### src/hw/rtl/fmr_pkg.sv
// Package for the float32 minifloat rounding block.
// Holds register indexes, reset values and field widths; no dependencies.
`timescale 1ns / 1ps
package fmr_pkg;
  localparam int unsigned CfgIdxW = 2;
  typedef enum logic [CfgIdxW-1:0] {
    CFG_EXP_WIDTH  = 2'd0,
    CFG_FRAC_WIDTH = 2'd1,
    CFG_EXP_BIAS   = 2'd2
  } cfg_idx_e;
  localparam logic [3:0] ExpWidthRst  = 4'd8;
  localparam logic [4:0] FracWidthRst = 5'd23;
  localparam logic [7:0] ExpBiasRst   = 8'd127;
endpackage

### src/hw/rtl/float32_minifloat_round.sv
// Float32 rounding onto a configurable minifloat grid.
// Registers: input register, then result register.
// Throughput: one item per cycle while out_stall_i is low; the round path is one 24-bit add and a few compares.
// Reset: asynchronous, active low; clears valid bits and loads the format
// registers with 8 exponent bits, 23 fraction bits and bias 127.
// Depends on fmr_pkg.
`timescale 1ns / 1ps
module float32_minifloat_round
  import fmr_pkg::*;
(
  input  logic        clk_i,
  input  logic        rst_ni,
  input  logic        cfg_valid_i,
  output logic        cfg_ready_o,
  input  logic [1:0]  cfg_index_i,
  input  logic [31:0] cfg_data_i,
  input  logic        in_valid_i,
  output logic        in_stall_o,
  input  logic [31:0] value_in_i,
  output logic        out_valid_o,
  input  logic        out_stall_i,
  output logic [31:0] value_out_o
);
  logic [3:0] ew_q;
  logic [4:0] fw_q;
  logic [7:0] bias_q;

  assign cfg_ready_o = 1'b1;

  always_ff @(posedge clk_i or negedge rst_ni) begin
    if (!rst_ni) begin
      ew_q   <= ExpWidthRst;
      fw_q   <= FracWidthRst;
      bias_q <= ExpBiasRst;
    end else if (cfg_valid_i) begin
      unique case (cfg_index_i)
        CFG_EXP_WIDTH:  ew_q   <= cfg_data_i[3:0];
        CFG_FRAC_WIDTH: fw_q   <= cfg_data_i[4:0];
        CFG_EXP_BIAS:   bias_q <= cfg_data_i[7:0];
        default: ;
      endcase
    end
  end

  // Two-stage pipe; each stage advances when the next can take it.
  logic        s1_valid_q, out_valid_q;
  logic [31:0] s1_q, out_q;
  logic        s1_adv, in_acc;

  assign s1_adv     = !out_valid_q || !out_stall_i;
  assign in_stall_o = s1_valid_q && !s1_adv;
  assign in_acc     = in_valid_i && !in_stall_o;

  always_ff @(posedge clk_i or negedge rst_ni) begin
    if (!rst_ni) begin
      s1_valid_q  <= 1'b0;
      out_valid_q <= 1'b0;
    end else begin
      if (!in_stall_o) s1_valid_q <= in_valid_i;
      if (s1_adv) out_valid_q <= s1_valid_q;
    end
  end

  always_ff @(posedge clk_i) begin
    if (in_acc) s1_q <= value_in_i;
  end

  // Exponent range in signed 10-bit arithmetic, saturated to -126..127.
  logic signed [9:0] emax_raw, emin_raw, emax, emin, e, ewk, eo, ep1;
  logic [7:0]  bexp;
  logic [22:0] frac, fmask, half;
  logic [4:0]  fw, sh;
  logic [23:0] m;
  logic        is_pass;
  logic [31:0] res_d;
  logic signed [9:0] eres;
  logic [22:0] fres;

  function automatic logic signed [9:0] sat(input logic signed [9:0] v);
    if (v < -10'sd126) return -10'sd126;
    if (v > 10'sd127) return 10'sd127;
    return v;
  endfunction

  always_comb begin
    bexp     = s1_q[30:23];
    frac     = s1_q[22:0];
    fw       = (fw_q > 5'd23) ? 5'd23 : fw_q;
    sh       = 5'd23 - fw;
    is_pass  = (s1_q[30:0] == 31'd0) || (bexp == 8'hFF && frac != 23'd0);
    emax_raw = $signed({1'b0, 9'((10'd1 << ew_q) - 10'd1)}) - $signed({2'b00, bias_q});
    emin_raw = -$signed({2'b00, bias_q});
    emax     = sat(emax_raw);
    emin     = sat(emin_raw);
    if (bexp == 8'd0) e = -10'sd127;
    else if (bexp == 8'hFF) e = 10'sd128;
    else e = $signed({2'b00, bexp}) - 10'sd127;
    ewk = (e < emax) ? e : emax;
    if (ewk < emin) ewk = emin;
    ep1 = ewk + 10'sd1;
    eo  = (ep1 < emax) ? ep1 : emax;
    if (eo < emin) eo = emin;
    fmask = 23'h7FFFFF << sh;
    half  = (sh == 5'd0) ? 23'd0 : (23'd1 << (sh - 5'd1));
    // Round half away from zero in place: add half an ulp, drop low bits.
    m = ({1'b0, frac} + {1'b0, half}) & {1'b1, fmask};
    if (e < ewk) begin
      eres = ewk; fres = 23'd0;
    end else if (e > ewk || m[23]) begin
      eres = eo;  fres = 23'd0;
    end else begin
      eres = ewk; fres = m[22:0];
    end
    res_d = is_pass ? s1_q : {s1_q[31], 8'(eres + 10'sd127), fres};
  end

  always_ff @(posedge clk_i) begin
    if (s1_adv && s1_valid_q) out_q <= res_d;
  end

  assign out_valid_o = out_valid_q;
  assign value_out_o = out_q;

  a_no_drop: assert property (@(posedge clk_i) disable iff (!rst_ni)
    out_valid_q && out_stall_i |=> out_valid_q && $stable(out_q)) else $error("result lost");
  a_stall_full: assert property (@(posedge clk_i) disable iff (!rst_ni)
    in_stall_o |-> s1_valid_q && out_valid_q) else $error("needless stall");
  a_move: assert property (@(posedge clk_i) disable iff (!rst_ni)
    s1_valid_q && s1_adv |=> out_valid_q) else $error("item dropped");
endmodule

### config.mk
export PLATFORM = sky130hd
export DESIGN_NAME = float32_minifloat_round
export DESIGN_NICKNAME = d
export VERILOG_FILES = /design/src/hw/rtl/fmr_pkg.sv /design/src/hw/rtl/float32_minifloat_round.sv
export SDC_FILE = /design/constraint.sdc
export NUM_CORES = 1
export LEC_CHECK = 0
export ABC_CLOCK_PERIOD_IN_PS = 14050
export BUFFER_PORTS_ARGS = -buffer_cell sky130_fd_sc_hd__buf_2
export CAP_MARGIN = 20
export CELL_PAD_IN_SITES_DETAIL_PLACEMENT = 1
export CELL_PAD_IN_SITES_GLOBAL_PLACEMENT = 2
export CORE_ASPECT_RATIO = 1.5
export CORE_MARGIN = 4
export CORE_UTILIZATION = 36
export DETAILED_ROUTE_END_ITERATION = 7
export GPL_ROUTABILITY_DRIVEN = 0
export HOLD_SLACK_MARGIN = 0.03
export PLACE_DENSITY = 0.86
export SLEW_MARGIN = 40
export SYNTH_ARGS = -nofsm -noshare
export SYNTH_HDL_FRONTEND = slang
export SYNTH_SLANG_ARGS = --single-unit
### constraint.sdc
create_clock -name clk_i -period 14.05 [get_ports clk_i]
set_input_delay 1.405 -clock clk_i [delete_from_list [all_inputs] [get_ports clk_i]]
set_output_delay 1.405 -clock clk_i [all_outputs]
set_load 0.01 [all_outputs]
==> impl_metrics.yaml, run 1 <==
run_status:
  outcome: "finished clean"
global_route:
  grt_util_all_layers_pct: 23.0
  grt_max_degree: 33
  gr-total-overflow: 0
  grt_pass1_wl_um: 43300
  antenna_found_initial: 0
  grt_pass1_vias: 8260
layout:
  fin_util_pct: 47.0
  layout_common_cells: "119 x buf_4, 84 x nand2_1, 84 x ha_1"
  finalNetCount: 1228
  areaGrowthSynthToFinish_pct: 27.8
  fin_cells: 1342
  layout-drive-gt1-share_pct: 30.4
  nFillCells: 2505
  final_common_cell: "buf_4"
  diodes: 0
logic_synthesis:
  ys.flop_type: "edfxtp_1"
  synthCells: 883
  synthDistinctLibCells: 87
  yosysWarnings: 0
  ys_seq_area_share_pct: 31.0
  syn-num-nets: 1042
  synth_area_per_cell_um2: 8.82
  synth_edf_count: 64
  ys_ff_latch: 83
  syn_area_um2: 7780
  synthArstFlopShare_pct: 22.9
clock_tree:
  cts_tree: "yes"
  cts_buffers: 9
  cts_max_level: 3
  cts.sinks: 83
  clk_latency_ns: 0.35
  clock_tree.buffer_depth: 2
  path_clk_slew_ns: 0.07
  clk_root_buffer_cell: "clkbuf_16"
job:
  maxCapViolations: 0
setup_path:
  critPathRequiredTime_ns: 14.13
  end_kind: "register"
  max_stage_delay_ns: 0.43
  crit_path_max_fanout: 8
  cp-start-kind: "register"
  slowest_stage: "or4_4"
  crit_type: "reg -> reg"
  arrival_ns: 13.45
  cp_common_cell: "buf_4"
sta:
  drv_slew: 0
  fmax_mhz: 74.8
  fin_ws_ns: 0.681
  worst_pin_slew_ns: 0.770
  setup_violations: 0
  clock_skew_ns: 0.00973
  period_needed_ns: 13.37
  hold_viol_final: 0
  max_slew_margin_pct: 48.4
  period_share_pct: 95.2
die:
  io_pins: 106
  fp-row-count: 65
  dieArea_um2: 24100
  core_um2: 21100
  initial_core_util_pct: 36.8
  dieHeight_um: 188
  die_x_um: 128
routing:
  drc: 0
  num_vias: 7590
  routed_wl_um: 28000
  via_per_inst: 5.66
  ant_nets: 0
  post_drt_wl_per_cell_um: 20.8
  dr.pass1.iters: 4
  drt_iter0_markers: 204
placed_design:
  io_buffers: 80
  dpl_worst_slack_ns: -0.404
  placed_cells: 1311
  dp_hpwl_um: 22400
hold_path:
  hold_path_class: "reg -> reg"
[cell usage after synthesis, drive strengths merged (12+ instances only)]
master   n  area share [%]
xor2    19             2.1
nand2b  23             1.8
ha      86              14
o31ai   12             1.4
o21ai   60             3.9
dfstp   12             4.1
nor4    18             1.6
mux2    22             3.3
a31oi   15             1.3
a21oi   47             3.1
nor3    31             2.1
a21o    19             1.9
nand3   24             1.5
inv     50             2.4
xnor2   21             2.4
nor2    81             3.9
clkbuf  20            0.96
edfxtp  64              25
nand2   85             4.1
[per-stage QoR]
| stage | setup TNS [ns] | cell area, µm² | hold WS [ns] |
|---|---|---|---|
| 6_report | 0 | 9950 | 0.425 |
| 3_5_place_dp | -0.797 | 9220 | 0.405 |
| 4_1_cts | 0 | 9570 | 0.421 |
| 5_1_grt | -0.395 | 9950 | 0.440 |
| 3_3_place_gp | 0 | 9220 | 0.403 |
| 2_1_floorplan | 0 | 7780 | 0.400 |
[critical path: cells and delay by family, from the launching register on]
family | cells | cell delay, ns
AO/OA/AOI/OAI | 24 | 4.61
AND/OR/NAND/NOR | 21 | 3.72
adder cells (fa/ha/maj) | 8 | 2.01
buffers and inverters | 11 | 1.53
XOR/XNOR | 3 | 0.52
flip-flops | 1 | 0.40
multiplexers | 2 | 0.32
[sequential cells by signal, summed over array words and instances (netlist names)]
register and cells:
s1_q 32, out_valid_o 1, bias_q 8, ew_q 4, fw_q 5, value_out_o 32
s1_valid_q 1
[logic make-up after synthesis]
kind of cell	synth area share (%)
and+or+nand+nor	21.9
AOI/OAI and AO/OA	19.8
adders and majority gates	14.3
DFF	31.0
buffers and inverters	3.89
xor gates and xnor gates	4.50
muxes	4.57
other	0.0482
[path summary, 6_finish.rpt]
check                                  end  cells past startpoint  slack, ns  startpoint
min reg2reg                value_out_o[31]                      0       0.42    s1_q[31]
min in group asynchronous       s1_valid_q                      1       0.97      rst_ni
max reg2reg                value_out_o[27]                     69       0.68     ew_q[2]
max in group asynchronous        bias_q[0]                      1      12.74      rst_ni
min                        value_out_o[31]                      0       0.42    s1_q[31]
max                        value_out_o[27]                     69       0.68     ew_q[2]
[layout make-up]
cell class              count  area [µm²]  area share (%)
repair buffers            200        1310            13.1
flip-flops and latches     83        2410            24.3
multi-input cells         723        5390            54.2
clock inverters             7        75.1           0.755
clock buffers               9         225            2.26
well taps                 268         335            3.37
inverters                  52         200            2.01
[routing by layer]
metal / track usage (%) / part of all wire, % / vias to the layer above
met4: 12.0 / 5.7 / 0
met5: 0 / 0 / -
met1: 22.5 / 35 / 3723
li1: - / - / 3647
met3: 2.48 / 1.8 / 84
met2: 45.6 / 57 / 136
[what timing repair did]
item,in CTS,in global routing
endpoints found under the setup margin,4,7
setup buffers,2,13
pin swaps,1,25
hold buffers,0,0
resized for setup,12,57
Power of run 1 is not shown: default switching activity piles up to over one toggle a cycle in this logic, so the estimate is an artifact.
==> run 2, diff against run 1 <==
==> config.mk (replaced) <==
export PLATFORM = sky130hd
export DESIGN_NAME = float32_minifloat_round
export DESIGN_NICKNAME = d
export VERILOG_FILES = /design/src/hw/rtl/fmr_pkg.sv /design/src/hw/rtl/float32_minifloat_round.sv
export SDC_FILE = /design/constraint.sdc
export NUM_CORES = 1
export LEC_CHECK = 0
export ABC_CLOCK_PERIOD_IN_PS = 13250
export BUFFER_PORTS_ARGS = -buffer_cell sky130_fd_sc_hd__buf_2
export CAP_MARGIN = 20
export CELL_PAD_IN_SITES_DETAIL_PLACEMENT = 0
export CELL_PAD_IN_SITES_GLOBAL_PLACEMENT = 1
export CORE_ASPECT_RATIO = 1.5
export CORE_MARGIN = 4
export CORE_UTILIZATION = 45
export DETAILED_ROUTE_END_ITERATION = 7
export GPL_ROUTABILITY_DRIVEN = 0
export HOLD_SLACK_MARGIN = 0.03
export PLACE_DENSITY = 0.87
export SLEW_MARGIN = 40
export SYNTH_ARGS = -nofsm -noshare
export SYNTH_HDL_FRONTEND = slang
export SYNTH_SLANG_ARGS = --single-unit
==> constraint.sdc (replaced) <==
create_clock -name clk_i -period 13.25 [get_ports clk_i]
set_input_delay 2.65 -clock clk_i [delete_from_list [all_inputs] [get_ports clk_i]]
set_output_delay 2.65 -clock clk_i [all_outputs]
set_load 0.01 [all_outputs]
==> impl_metrics.yaml, run 2 (same netlist as run 1, synthesis figures left out) <==
setup_path:
  critPathRequiredTime_ns: 13.31
  rrSetupSlack_ns: 0.48
  max_stage_delay_ns: 0.43
  crit_path_max_fanout: 7
  cp_common_cell: "buf_4"
  cp-start-kind: "register"
  slowest_stage: "or4_4"
  r2r_end: "value_out_o[29]"
  r2r_start: "ew_q[2]"
  end_kind: "register"
  arrival_ns: 12.83
  rr_worst_depth: 67
  crit_type: "reg -> reg"
sta:
  setup_violations: 0
  period_share_pct: 96.3
  drv_slew: 0
  period_needed_ns: 12.77
  fin_setup_tns_ns: 0
  fin_ws_ns: 0.484
  rsz0062_at_grt: "true"
  max_slew_margin_pct: 51.0
  worst_pin_slew_ns: 0.731
  clock_skew_ns: 0.00728
  hold_viol_final: 0
  fmax_mhz: 78.3
clock_tree:
  clk_latency_ns: 0.34
  cts_tree: "yes"
  clk_root_buffer_cell: "clkbuf_16"
  cts_buffers: 9
  cts_max_level: 3
  cts.sinks: 83
  path_clk_slew_ns: 0.06
  clock_tree.buffer_depth: 2
die:
  die_x_um: 115
  io_pins: 106
  initial_core_util_pct: 46.0
  dieHeight_um: 169
  core_um2: 16900
  dieArea_um2: 19500
  fp-row-count: 58
global_route:
  grt_pass1_wl_um: 37500
  grt_max_degree: 33
  antenna_found_initial: 0
  grt_pass1_vias: 7488
  grt_use_met3_pct: 1.86
  grt.busiest_layer: "met2"
  gr-total-overflow: 0
  grt_util_all_layers_pct: 24.4
  use_met1_pct: 26.6
  grt_use_met2_pct: 45.5
placed_design:
  io_buffers: 80
  dp_hpwl_um: 19000
  dpl_worst_slack_ns: -0.603
hold_path:
  min_from: "s1_q[31]"
  hold_depth: 0
  hold_path_class: "reg -> reg"
  hold_end: "value_out_o[31]"
layout:
  areaGrowthSynthToFinish_pct: 30.0
  nFillCells: 1483
  layout-drive-gt1-share_pct: 32.4
  final_common_cell: "buf_4"
  layout_common_cells: "130 x buf_4, 84 x nand2_1, 80 x buf_2"
  diodes: 0
  finalNetCount: 1243
routing:
  drt_iter0_markers: 361
  drc: 0
  ant_nets: 0
  via_per_inst: 5.79
  dr.pass1.iters: 7
  num_vias: 7525
  post_drt_wl_per_cell_um: 18.4
  routed_wl_um: 23900
job:
  maxCapViolations: 0
run_status:
  outcome: "finished clean"
run 2: worst max-delay path: cells and delay by family, from the launching register on:
family | cells | cell delay [ns]
AO/OA/AOI/OAI | 25 | 4.13
AND/OR/NAND/NOR | 19 | 3.58
adder cells (fa/ha/maj) | 8 | 1.81
buffers and inverters | 10 | 1.37
multiplexers | 3 | 0.86
flip-flops | 1 | 0.37
XOR/XNOR | 2 | 0.36
run 2: cell type report:
type                       count  area [µm²]  area share (%)
multi-input combinational    723        5480            54.1
timing repair buffer         215        1440            14.2
clock inverter                 4        51.3           0.507
sequential                    83        2410            23.8
inverter                      52         200            1.98
clock buffer                  12         279            2.76
tap                          210         263            2.60
run 2: stage by stage:
step | hold slack [ns] | area (µm²) | util (%) | std cells
final | 0.418 | 10100 | 59.9 | 1299
after global routing | 0.437 | 10100 | 59.9 | 1299
after CTS | 0.421 | 9660 | 57.1 | 1286
after detailed placement | 0.406 | 9260 | 54.8 | 1267
after global placement | 0.405 | 9230 | 54.6 | 1265
after floorplan | 0.400 | 7780 | - | 883
run 2: worst max-delay path by stage:
stage,from,end,slack (ns),depth (start not counted)
finish,ew_q[2],value_out_o[29],0.48,67
global route,ew_q[2],value_out_o[29],-0.16,67
CTS,ew_q[2],value_out_o[29],0.002,71
detailed placement,ew_q[2],value_out_o[29],-0.60,69
global placement,ew_q[2],value_out_o[29],-0.46,68
floorplan,ew_q[3],value_out_o[29],0.33,72
run 2: repair_timing:
| action | in CTS | in global routing |
|---|---|---|
| pin swaps | 5 | 35 |
| setup buffers | 3 | 13 |
| setup endpoints to repair | 6 | 8 |
| hold buffers | 0 | 0 |
| gates resized for setup | 13 | 73 |
run 2: layer usage:
| metal | vias up | share of wire (%) |
|---|---|---|
| met5 | - | 0 |
| met4 | 0 | 6.0 |
| met3 | 90 | 2.9 |
| met2 | 187 | 53 |
| met1 | 3554 | 38 |
| li1 | 3694 | - |
Power of run 2 is left out for the same reason.
